## src/rtl/core/nand_ftl_logical_map_builder_defines.svh

```systemverilog
// Assertion macros for the logical map builder.
// Depends on nothing; included by the top level only.
`ifndef NAND_FTL_LOGICAL_MAP_BUILDER_DEFINES_SVH
`define NAND_FTL_LOGICAL_MAP_BUILDER_DEFINES_SVH

// Same-cycle implication, disabled while reset is high.
`define NFLM_ASSERT_IMPL(label, clk, rst, ante, cons, msg) \
  label: assert property (@(posedge clk) disable iff (rst) (ante) |-> (cons)) else $error(msg);

// Next-cycle implication, disabled while reset is high.
`define NFLM_ASSERT_NEXT(label, clk, rst, ante, cons, msg) \
  label: assert property (@(posedge clk) disable iff (rst) (ante) |=> (cons)) else $error(msg);

`endif

```

## src/rtl/core/nflm_pkg.sv

```systemverilog
// Shared types, codes and sizes for the logical map builder.
// No dependencies; imported by every module of the block.
package nflm_pkg;

  localparam int LOGICAL_ENTRIES = 1024;
  localparam int PHYS_BLOCKS     = 1024;
  localparam int MAP_AW          = $clog2(LOGICAL_ENTRIES);
  localparam int CFG_DW          = 16;

  // opcodes
  localparam logic [1:0] OP_CLEAR  = 2'd0;
  localparam logic [1:0] OP_SCAN   = 2'd1;
  localparam logic [1:0] OP_LOOKUP = 2'd2;

  // scan status
  localparam logic [2:0] ST_OK       = 3'd0;
  localparam logic [2:0] ST_DISAGREE = 3'd1;
  localparam logic [2:0] ST_PARITY   = 3'd2;
  localparam logic [2:0] ST_RESERVED = 3'd3;
  localparam logic [2:0] ST_SKIPPED  = 3'd4;

  // lookup status
  localparam logic [2:0] LK_MAPPED   = 3'd0;
  localparam logic [2:0] LK_UNMAPPED = 3'd1;
  localparam logic [2:0] LK_RANGE    = 3'd2;

  // configuration register indexes
  localparam logic CFG_LOGICAL_LIMIT = 1'b0;
  localparam logic CFG_RESERVED_CODE = 1'b1;

  localparam logic [10:0] LOGICAL_LIMIT_RST = 11'd424;
  localparam logic [15:0] RESERVED_CODE_RST = 16'hFFFF;

  typedef logic [MAP_AW-1:0] map_addr_t;

  typedef struct packed {
    logic [1:0] opcode;
    logic [9:0] phys_block;
    logic       block_bad;
    logic       spare_read_ok;
    logic [7:0] copy_a_low;
    logic [7:0] copy_a_high;
    logic [7:0] copy_b_low;
    logic [7:0] copy_b_high;
    logic [7:0] copy_c_low;
    logic [7:0] copy_c_high;
    logic [9:0] query_logical;
  } cmd_t;

  typedef struct packed {
    logic [2:0] status;
    logic       entry_written;
    logic [9:0] decoded_logical;
    logic [9:0] mapped_phys;
  } result_t;

  typedef struct packed {
    logic       valid;
    logic [9:0] phys;
  } map_entry_t;

  // tag decode summary handed from the decoder to the pipeline
  typedef struct packed {
    logic [2:0] scan_status;
    logic [9:0] decoded;
    logic       in_map;     // scan: write candidate; lookup: index in range
    map_addr_t  map_addr;
  } dec_info_t;

  typedef enum logic [1:0] {
    SW_IDLE = 2'b01,
    SW_RUN  = 2'b10
  } sweep_state_t;

endpackage

```

## src/rtl/core/nflm_tag_decode.sv

```systemverilog
// Tag vote, parity and reserved check, range check and map address.
// Depends on nflm_pkg.
module nflm_tag_decode import nflm_pkg::*; (
  input  cmd_t        cmd,
  input  logic [10:0] logical_limit,
  input  logic [15:0] reserved_code,
  output dec_info_t   info
);

  logic [15:0] tag_a, tag_b, tag_c, tag;
  logic        agree, skip;
  logic [2:0]  scan_status;
  logic [9:0]  decoded, lg;
  logic        lg_ok;

  assign tag_a = {cmd.copy_a_high, cmd.copy_a_low};
  assign tag_b = {cmd.copy_b_high, cmd.copy_b_low};
  assign tag_c = {cmd.copy_c_high, cmd.copy_c_low};

  assign skip = cmd.block_bad || !cmd.spare_read_ok ||
                (32'(cmd.phys_block) >= PHYS_BLOCKS);

  // first agreeing pair wins: A/B, B/C, C/A
  always_comb begin
    agree = 1'b1;
    if (tag_a == tag_b) begin
      tag = tag_a;
    end else if (tag_b == tag_c) begin
      tag = tag_b;
    end else if (tag_c == tag_a) begin
      tag = tag_c;
    end else begin
      tag   = '0;
      agree = 1'b0;
    end
  end

  always_comb begin
    if (skip) begin
      scan_status = ST_SKIPPED;
    end else if (!agree) begin
      scan_status = ST_DISAGREE;
    end else if (^tag) begin
      scan_status = ST_PARITY;
    end else if (tag == reserved_code) begin
      scan_status = ST_RESERVED;
    end else begin
      scan_status = ST_OK;
    end
  end

  assign info.scan_status = scan_status;

  assign decoded      = (scan_status == ST_OK) ? tag[10:1] : '0;
  assign info.decoded = decoded;

  assign lg    = (cmd.opcode == OP_SCAN) ? decoded : cmd.query_logical;
  assign lg_ok = ({1'b0, lg} < logical_limit) && (32'(lg) < LOGICAL_ENTRIES);

  assign info.in_map = (cmd.opcode == OP_SCAN) ?
                       ((scan_status == ST_OK) && (decoded != '0) && lg_ok) :
                       lg_ok;
  assign info.map_addr = lg[MAP_AW-1:0];

endmodule

```

## config.mk

```make
export PLATFORM = sky130hd
export DESIGN_NAME = nflm_tag_decode
export DESIGN_NICKNAME = d
export VERILOG_FILES = /design/src/rtl/core/nand_ftl_logical_map_builder_defines.svh /design/src/rtl/core/nflm_pkg.sv /design/src/rtl/core/nflm_tag_decode.sv
export SDC_FILE = /design/constraint.sdc
export NUM_CORES = 1
export LEC_CHECK = 0
export ABC_CLOCK_PERIOD_IN_PS = 5460
export BUFFER_PORTS_ARGS = -buffer_cell sky130_fd_sc_hd__buf_4
export CORE_UTILIZATION = 38
export DETAILED_ROUTE_END_ITERATION = 16
export PLACE_DENSITY_LB_ADDON = 0.15
export SKIP_LAST_GASP = 1
export SYNTH_ARGS = -nofsm -noshare
export SYNTH_HDL_FRONTEND = slang
export SYNTH_SLANG_ARGS = --single-unit
```

## constraint.sdc

```tcl
create_clock -name vclk -period 5.46
set_clock_uncertainty 0.1 [all_clocks]
set_input_delay 0.273 -clock vclk [all_inputs]
set_output_delay 0.273 -clock vclk [all_outputs]
set_load 0.01 [all_outputs]
```

==> results of run 1 <==
cell usage in the layout, fill, tap and decap left out, types with 5 or more instances in the layout:
| master | instances |
|---|---|
| o31ai_1 | 5 |
| nand3_1 | 14 |
| o22ai_1 | 5 |
| xor2_1 | 48 |
| a31oi_1 | 13 |
| nor3_1 | 9 |
| nand4_1 | 8 |
| o21ai_1 | 7 |
| ha_1 | 9 |
| o21ai_0 | 6 |
| xnor2_1 | 36 |
| buf_4 | 124 |
| nor4_1 | 7 |
| inv_1 | 32 |
| nor2_1 | 15 |
| nor2b_1 | 5 |
| a21oi_1 | 8 |
| nand2_1 | 31 |
timing repair:
action	in CTS	in global routing
setup endpoints to repair	0	1
hold endpoints to repair	0	0
buffers inserted	0	2
cell type report:
class	instances	area [µm²]	share of cell area
Multi-Input combinational cell	288	2080	0.641
Timing Repair Buffer	125	951	0.293
Inverter	32	120	0.0370
Tap cell	75	93.8	0.0289
worst paths after layout:
check | slack, ns | endpoint | cells after the start
worst max-delay path | 0.38 | info[10] | 24
worst min-delay path | 0.76 | info[0] | 4
through the flow:
stage	cells	util
CTS	518	0.536
detailed placement	518	0.536
global route	520	0.538
finish	520	0.538
global placement	518	0.536
floorplan	353	-
critical path: cells and delay by family:
kind | cells | cell delay [ns]
compound gates | 10 | 1.59
simple gates | 6 | 1.44
buf+inv | 5 | 0.79
fa+ha+maj | 1 | 0.31
xor+xnor | 1 | 0.16
mux | 1 | 0.11
power by group through the flow:
| stage | Sequential, mW | Combinational [mW] | Clock [mW] |
|---|---|---|---|
| 2_1_floorplan | 0 | 0.123 | 0 |
| 3_3_place_gp | 0 | 0.212 | 0 |
| 3_5_place_dp | 0 | 0.214 | 0 |
| 4_1_cts | 0 | 0.216 | 0 |
| 5_1_grt | 0 | 0.237 | 0 |
| 6_report | 0 | 0.217 | 0 |
cells by family (layout without fill, tap and decap cells):
group,after synthesis,after routing,share of synthesized area
xor+xnor,85,85,0.314
mux,2,2,0.00829
buf+inv,65,157,0.139
fa+ha+maj,9,9,0.0466
simple gates,118,118,0.277
compound gates,74,74,0.216
metal layers:
metal  global-route usage  vias up  wire length (µm)
li1                     -     1420                 -
met1                0.370     1338              3740
met2                0.433      139              4080
met3               0.0267        2               705
met4               0.0140        0                 8
met5                    0        -                 0
==> flow_metrics.tcl, run 1 <==
set metrics [dict create \
    status "completed" \
    grt_overflow 0 \
    power_density_nw_per_um2 66.8 \
    antenna_left 0 \
    drive_gt1_frac 0.308 \
    drtIter0Drc 201 \
    slowest_delay_ns 0.59 \
    ys_warn_count 0 \
    synth_top_cells_by_area "xor2_1 (17%), xnor2_1 (13%), inv_1 (5.0%)" \
    synth.avg_cell_area_um2 6.84 \
    min_from "cmd[0]" \
    area.sequential_um2 0 \
    nFlopsAndLatches 0 \
    grt_util_all_layers 0.259 \
    setup.worst_path.start "cmd[43]" \
    vias 2899 \
    crit_path_start_kind "primary input" \
    ios 123 \
    hp-class "in2out" \
    die_y_um 81.7 \
    swShare 0.491 \
    fin_crit_ns 5.08 \
    placed_area_um2 3230 \
    place.port_buffers 113 \
    viasPerCell 5.58 \
    post-place-ws_ns 0.273 \
    cpMostUsedCell "buf_4" \
    worstPathMaxFanout 20 \
    ctsResizeCount 0 \
    start_util 0.401 \
    gp_congestion 0.900 \
    max_freq_mhz 197 \
    yosys.area.top_type "xor2_1" \
    power_switching_uw 106 \
    nFillCells 624 \
    antenna_cells 0 \
    synth.distinct_cells 58 \
    grt_pass1_wl_mm 13.5 \
    mappedNetlistArea_um2 2410 \
    first_pass_iters 5 \
    setup_tns_ns 0 \
    slew_headroom 0.639 \
    rsz0062_at_grt "false" \
    grt_max_degree 21 \
    maxCapViolations 0 \
    dp_hpwl_mm 7.22 \
    hold_viol_final 0 \
    ys_top_cells_by_count "xor2_1 (48), xnor2_1 (36), inv_1 (32), nand2_1 (31)" \
    final_area_um2 3240 \
    total_power_uw 217 \
    crit_chain "buf_4 > xor2_1 > nor4_1 > nand4_1 > buf_4 > buf_4 > mux2i_1 > a2bb2oi_1 > o221ai_1 > or4b_1 > o21ai_1 > buf_12 > o21ai_1 > ha_1 > a21o_1 > a21oi_1 > nor2b_1 > o21ai_0 > nand2b_1 > a21oi_1 > o21a_1 > and3_1 > a32o_1 > buf_4" \
    clkPwrFrac 0 \
    rows 28 \
    post-route-period-util 0.930 \
    slew_viol_final 0 \
    wl_mm 8.53 \
    synth.net_count 461 \
    grt_pass1_vias 2624 \
    criticalPathCategory "in2out" \
    worstPathArrival_ns 4.70 \
    wire_per_inst_um 16.4 \
    drc 0 \
    antenna_found_initial 0 \
    tightest_slew_ns 0.541 \
    p_int_uw 110 \
    critPathSlowestCell "or4b_1" \
    synthMostInstantiatedCell "xor2_1" \
    combPwrFrac 1.000 \
    max-vdd-ir-drop_mv 0.0313 \
    setup_viol 0 \
    nets 555 \
    yosysSeqAreaShare 0 \
    worst_slack_ns 0.384 \
    syn2layout_area_growth_pct 34.4 \
    power.leakage_nw 1.51 \
    netlist.area_leader.share 0.174 \
    syn-instance-count 353 \
    die_area_um2 6680 \
    coreArea_um2 6030 \
    p_seq_frac 0 \
    nClkBuffers 0 \
    holdWs_ns 0.764 \
    critPathCaptureType "primary output" \
    required_ns 5.09 \
    die_w_um 81.7 \
    hold_buffers 0 \
]
Note: power is estimated with default switching activity, not from simulation.
==> run 2, diff against run 1 <==
--- a/config.mk
+++ b/config.mk
@@ -5,6 +5,7 @@
 export SDC_FILE = /design/constraint.sdc
 export NUM_CORES = 1
 export LEC_CHECK = 0
+export ABC_AREA = 1
 export ABC_CLOCK_PERIOD_IN_PS = 5460
 export BUFFER_PORTS_ARGS = -buffer_cell sky130_fd_sc_hd__buf_4
 export CORE_UTILIZATION = 38
==> flow_metrics.tcl, run 2 <==
set metrics [dict create \
    critPathSlowestCell "inv_2" \
    maxCapViolations 0 \
    drc 0 \
    clkPwrFrac 0 \
    nets 749 \
    p_seq_frac 0 \
    coreArea_um2 6310 \
    swShare 0.499 \
    grt_pass1_wl_mm 12.6 \
    synth_top_cells_by_area "nand2_1 (43%), inv_1 (8.9%), nand3_1 (7.1%)" \
    criticalPathCategory "in2out" \
    synthMostInstantiatedCell "nand2_1" \
    combPwrFrac 1.000 \
    wire_per_inst_um 10.4 \
    drive_gt1_frac 0.261 \
    grt_max_degree 23 \
    netlist.area_leader.share 0.428 \
    yosysSeqAreaShare 0 \
    drtIter0Drc 108 \
    hold_buffers 0 \
    final_common_cell "nand2_1" \
    yosys.area.top_type "nand2_1" \
    max_freq_mhz 214 \
    hp-class "in2out" \
    critPathCaptureType "primary output" \
    start_util 0.393 \
    hold_viol_final 0 \
    grt_overflow 0 \
    synth.distinct_cells 31 \
    dp_hpwl_mm 6.47 \
    ios 123 \
    worstPathMaxFanout 22 \
    place.port_buffers 113 \
    viasPerCell 4.62 \
    grt_util_all_layers 0.210 \
    utilization 0.537 \
    worstPathArrival_ns 4.29 \
    post_cts_buffers 0 \
    slew_viol_final 0 \
    first_pass_iters 4 \
    syn-instance-count 532 \
    die_y_um 82.8 \
    setup_viol 0 \
    setup.worst_path.start "cmd[55]" \
    final_cell_mix "nand2_1 (283), buf_4 (114), inv_1 (59)" \
    holdWs_ns 0.759 \
    synth.net_count 640 \
    p_int_uw 83.9 \
    cpMostUsedCell "nand2_1" \
    power_switching_uw 83.6 \
    nFlopsAndLatches 0 \
    endpoint "info[10]" \
    crit_path_start_kind "primary input" \
    area.sequential_um2 0 \
    status "completed" \
    slowest_delay_ns 0.37 \
    antenna_left 0 \
    nFillCells 705 \
    antenna_cells 0 \
    rsz0062_at_grt "false" \
    setup_tns_ns 0 \
    power_density_nw_per_um2 49.5 \
    rows 29 \
    post-route-period-util 0.854 \
    final_cells 716 \
    required_ns 5.09 \
    fin_crit_ns 4.66 \
    syn2layout_area_growth_pct 36.4 \
    ys_warn_count 0 \
    synth.avg_cell_area_um2 4.67 \
    mappedNetlistArea_um2 2480 \
    gp_congestion 0.852 \
    numPlacedInstances 716 \
    wl_mm 7.41 \
    ys_top_cells_by_count "nand2_1 (283), inv_1 (59), nor2_1 (44), nand3_1 (35), inv_2 (20)" \
    die_area_um2 6860 \
    die_w_um 82.8 \
    ctsResizeCount 0 \
    vias 3311 \
    slew_headroom 0.693 \
    antenna_found_initial 0 \
    total_power_uw 168 \
    tightest_slew_ns 0.459 \
    grt_pass1_vias 2976 \
    nClkBuffers 0 \
    power.leakage_nw 2.13 \
    max-vdd-ir-drop_mv 0.0337 \
]
## run 2: cell types whose count changed in the layout (fill, tap and decap cells not counted), moves of 20 or more
cell / change
nand2_1: +252
xor2_1: -34
xnor2_1: -30
nor2_1: +29
inv_1: +27
nand3_1: +21
inv_2: +20
## run 2: power groups by stage
stage | clock, mW | combinational (mW) | sequential [mW]
3_5_place_dp | 0 | 0.168 | 0
2_1_floorplan | 0 | 0.0826 | 0
5_1_grt | 0 | 0.190 | 0
6_report | 0 | 0.168 | 0
4_1_cts | 0 | 0.169 | 0
3_3_place_gp | 0 | 0.165 | 0
## run 2: cells by family after synthesis
group / count (synthesis) / synth area share
AO/OA/AOI/OAI: 15 / 0.0393
XOR/XNOR: 20 / 0.0705
adder cells (fa/ha/maj): 9 / 0.0453
buffers and inverters: 91 / 0.147
multiplexers: 1 / 0.00453
AND/OR/NAND/NOR: 396 / 0.693
## run 2: worst min-delay path by stage
stage | start | endpoint | slack [ns] | cells after the start
after floorplan | cmd[2] | info[2] | 0.58 | 2
after global placement | cmd[6] | info[6] | 0.75 | 4
after detailed placement | cmd[59] | info[23] | 0.75 | 4
after CTS | cmd[59] | info[23] | 0.76 | 4
after global routing | cmd[2] | info[2] | 0.79 | 4
final | cmd[6] | info[6] | 0.76 | 4
## run 2: critical path: cells and delay by family
family,cells,cell delay [ns]
AND/OR/NAND/NOR,22,2.22
buffers and inverters,8,1.03
AO/OA/AOI/OAI,3,0.50
adder cells (fa/ha/maj),1,0.24
## run 2: area by class of cell
| cell class | count | area (µm²) | share of cell area |
|---|---|---|---|
| Multi-Input combinational cell | 441 | 2120 | 0.625 |
| Timing Repair Buffer | 114 | 856 | 0.253 |
| Tap cell | 77 | 96.3 | 0.0284 |
| Inverter | 84 | 318 | 0.0938 |
## run 2: routing by layer
layer / GRT usage / share of wire / vias up
li1: - / - / 1817
met1: 0.282 / 0.46 / 1378
met2: 0.370 / 0.46 / 108
met3: 0.0179 / 0.067 / 8
met4: 0.0345 / 0.012 / 0
met5: 0 / 0 / -
## run 2: per-stage QoR
stage               instance area (µm²)  setup WS (ns)
floorplan                          2480           1.72
global placement                   3390          0.813
detailed placement                 3390          0.789
CTS                                3390          0.775
global route                       3390          0.286
finish                             3390          0.798
==> run 3, diff against run 2 <==
--- a/config.mk
+++ b/config.mk
@@ -5,8 +5,8 @@
 export SDC_FILE = /design/constraint.sdc
 export NUM_CORES = 1
 export LEC_CHECK = 0
-export ABC_AREA = 1
-export ABC_CLOCK_PERIOD_IN_PS = 5460
+export ABC_AREA = 0
+export ABC_CLOCK_PERIOD_IN_PS = 4400
 export BUFFER_PORTS_ARGS = -buffer_cell sky130_fd_sc_hd__buf_4
 export CORE_UTILIZATION = 38
 export DETAILED_ROUTE_END_ITERATION = 16
@@ -15,3 +15,4 @@
 export SYNTH_ARGS = -nofsm -noshare
 export SYNTH_HDL_FRONTEND = slang
 export SYNTH_SLANG_ARGS = --single-unit
+export TNS_END_PERCENT = 10
==> constraint.sdc (replaced) <==
create_clock -name vclk -period 4.4
set_clock_uncertainty 0.1 [all_clocks]
set_input_delay 0.22 -clock vclk [all_inputs]
set_output_delay 0.22 -clock vclk [all_outputs]
set_load 0.01 [all_outputs]
==> flow_metrics.tcl, run 3 (synthesis gave the netlist of run 1 again) <==
set metrics [dict create \
    status "complete, but fails checks" \
    violations "negative setup slack" \
    min_from "cmd[0]" \
    tightest_slew_ns 0.476 \
    die_area_um2 6680 \
    max-vdd-ir-drop_mv 0.0614 \
    maxCapViolations 0 \
    slowest_delay_ns 0.36 \
    crit_chain "buf_4 > buf_4 > xnor2_2 > nand4_1 > nor4_4 > buf_4 > nand3_2 > buf_4 > a2111o_1 > o211ai_1 > xnor3_2 > o21ai_4 > buf_6 > o31ai_4 > ha_1 > a21boi_0 > o21ai_1 > nand2b_1 > a222oi_1 > o21a_1 > and3_1 > a32o_1 > buf_4" \
    slew_viol_final 0 \
    max_freq_mhz 212 \
    post-route-period-util 1.07 \
    power.leakage_nw 2.10 \
    setup_tns_ns -0.593 \
    grt_max_degree 20 \
    hold_end "info[0]" \
    start_util 0.401 \
    gp_congestion 0.977 \
    dp_hpwl_mm 8.91 \
    wl_mm 11.1 \
    final_cell_mix "buf_4 (212), xor2_1 (45), xnor2_1 (33)" \
    rsz0062_at_grt "true" \
    antenna_found_initial 0 \
    place.port_buffers 113 \
    worst_slack_ns -0.313 \
    vias 3397 \
    route.met3.wl_um 558 \
    critPathCaptureType "primary output" \
    rows 28 \
    cpMostUsedCell "buf_4" \
    hp-class "in2out" \
    worstPathArrival_ns 4.39 \
    slew_headroom 0.683 \
    grt_util_all_layers 0.331 \
    drc 0 \
    first_pass_iters 5 \
    p_int_uw 192 \
    drtIter0Drc 152 \
    fin_crit_ns 4.71 \
    syn2layout_area_growth_pct 79.3 \
    clkPwrFrac 0 \
    antenna_cells 0 \
    nClkBuffers 0 \
    criticalPathCategory "in2out" \
    wire_per_inst_um 17.7 \
    dr_wl_met2_mm 5.49 \
    p_seq_frac 0 \
    critPathSlowestCell "a2111o_1" \
    power_density_nw_per_um2 83.9 \
    grt_pass1_wl_mm 16.8 \
    die_w_um 81.7 \
    worstPathMaxFanout 5 \
    drive_gt1_frac 0.491 \
    holdPathStages 4 \
    combPwrFrac 1.000 \
    setup_viol 2 \
    nFlopsAndLatches 0 \
    swShare 0.470 \
    highest_layer "met4" \
    coreArea_um2 6030 \
    grt_pass1_vias 3404 \
    grt_overflow 0 \
    power_switching_uw 171 \
    final_common_cell "buf_4" \
    met1_length_mm 4.67 \
    hold_viol_final 0 \
    utilization 0.719 \
    nets 658 \
    antenna_left 0 \
    die_y_um 81.7 \
    crit_path_start_kind "primary input" \
    viasPerCell 5.45 \
    final_area_um2 4330 \
    placed_area_um2 3850 \
    required_ns 4.08 \
    ios 123 \
    post-place-ws_ns -0.455 \
    area.sequential_um2 0 \
]
## run 3: cell types whose count changed in the layout (fill, tap and decap cells not counted), moves of 10 or more
cell,delta
buf_6,+14
xnor2_1,+27
nand2_1,-253
xor2_1,+31
nor2_1,-31
inv_2,-20
a31oi_1,+10
nand3_1,-23
inv_1,-27
buf_4,+98
## run 3: what timing repair did
item	4_1_cts	5_1_grt
cloned	1	0
hold buffers	0	0
gates resized for setup	63	1
setup endpoints to repair	1	2
pin swaps	34	0
setup buffers	20	0
## run 3: cell type report
| cell class | instances | area, µm² |
|---|---|---|
| inverters | 32 | 120 |
| repair buffers | 228 | 1780 |
| multi-input cells | 288 | 2330 |
| fillers | 508 | 1700 |
| well taps | 75 | 93.8 |
## run 3: worst max-delay path by stage
stage / startpoint / endpoint / slack, ns / depth (start not counted)
after floorplan: cmd[16] / info[10] / 0.006 / 20
after global placement: cmd[27] / info[10] / -0.32 / 22
after detailed placement: cmd[36] / info[10] / -0.46 / 23
after CTS: cmd[18] / info[10] / -0.18 / 24
after global routing: cmd[47] / info[10] / -0.53 / 24
final: cmd[51] / info[10] / -0.31 / 23
## run 3: power groups by stage
stage	Clock, mW	Sequential (mW)	Combinational (mW)
after floorplan	0	0	0.153
after global placement	0	0	0.319
after detailed placement	0	0	0.321
after CTS	0	0	0.355
after global routing	0	0	0.387
final	0	0	0.363
## run 3: worst max-delay path: cells and delay by family
family / cells / cell delay [ns]
AOI/OAI and AO/OA: 9 / 1.72
buffers and inverters: 6 / 0.87
and+or+nand+nor: 5 / 0.84
xor gates and xnor gates: 2 / 0.43
adders and majority gates: 1 / 0.29
## run 3: per-stage QoR
step                      hold slack (ns)  power, mW  cells
after floorplan                     0.479      0.153    353
after CTS                           0.661      0.355    623
final                               0.696      0.363    623
after global placement              0.664      0.319    602
after global routing                0.710      0.387    623
after detailed placement            0.661      0.321    602
## run 3: per-layer routing
metal,GRT usage,vias up
li1,-,1630
met5,0,-
met4,0.0965,0
met2,0.597,136
met1,0.420,1606
met3,0.0211,25
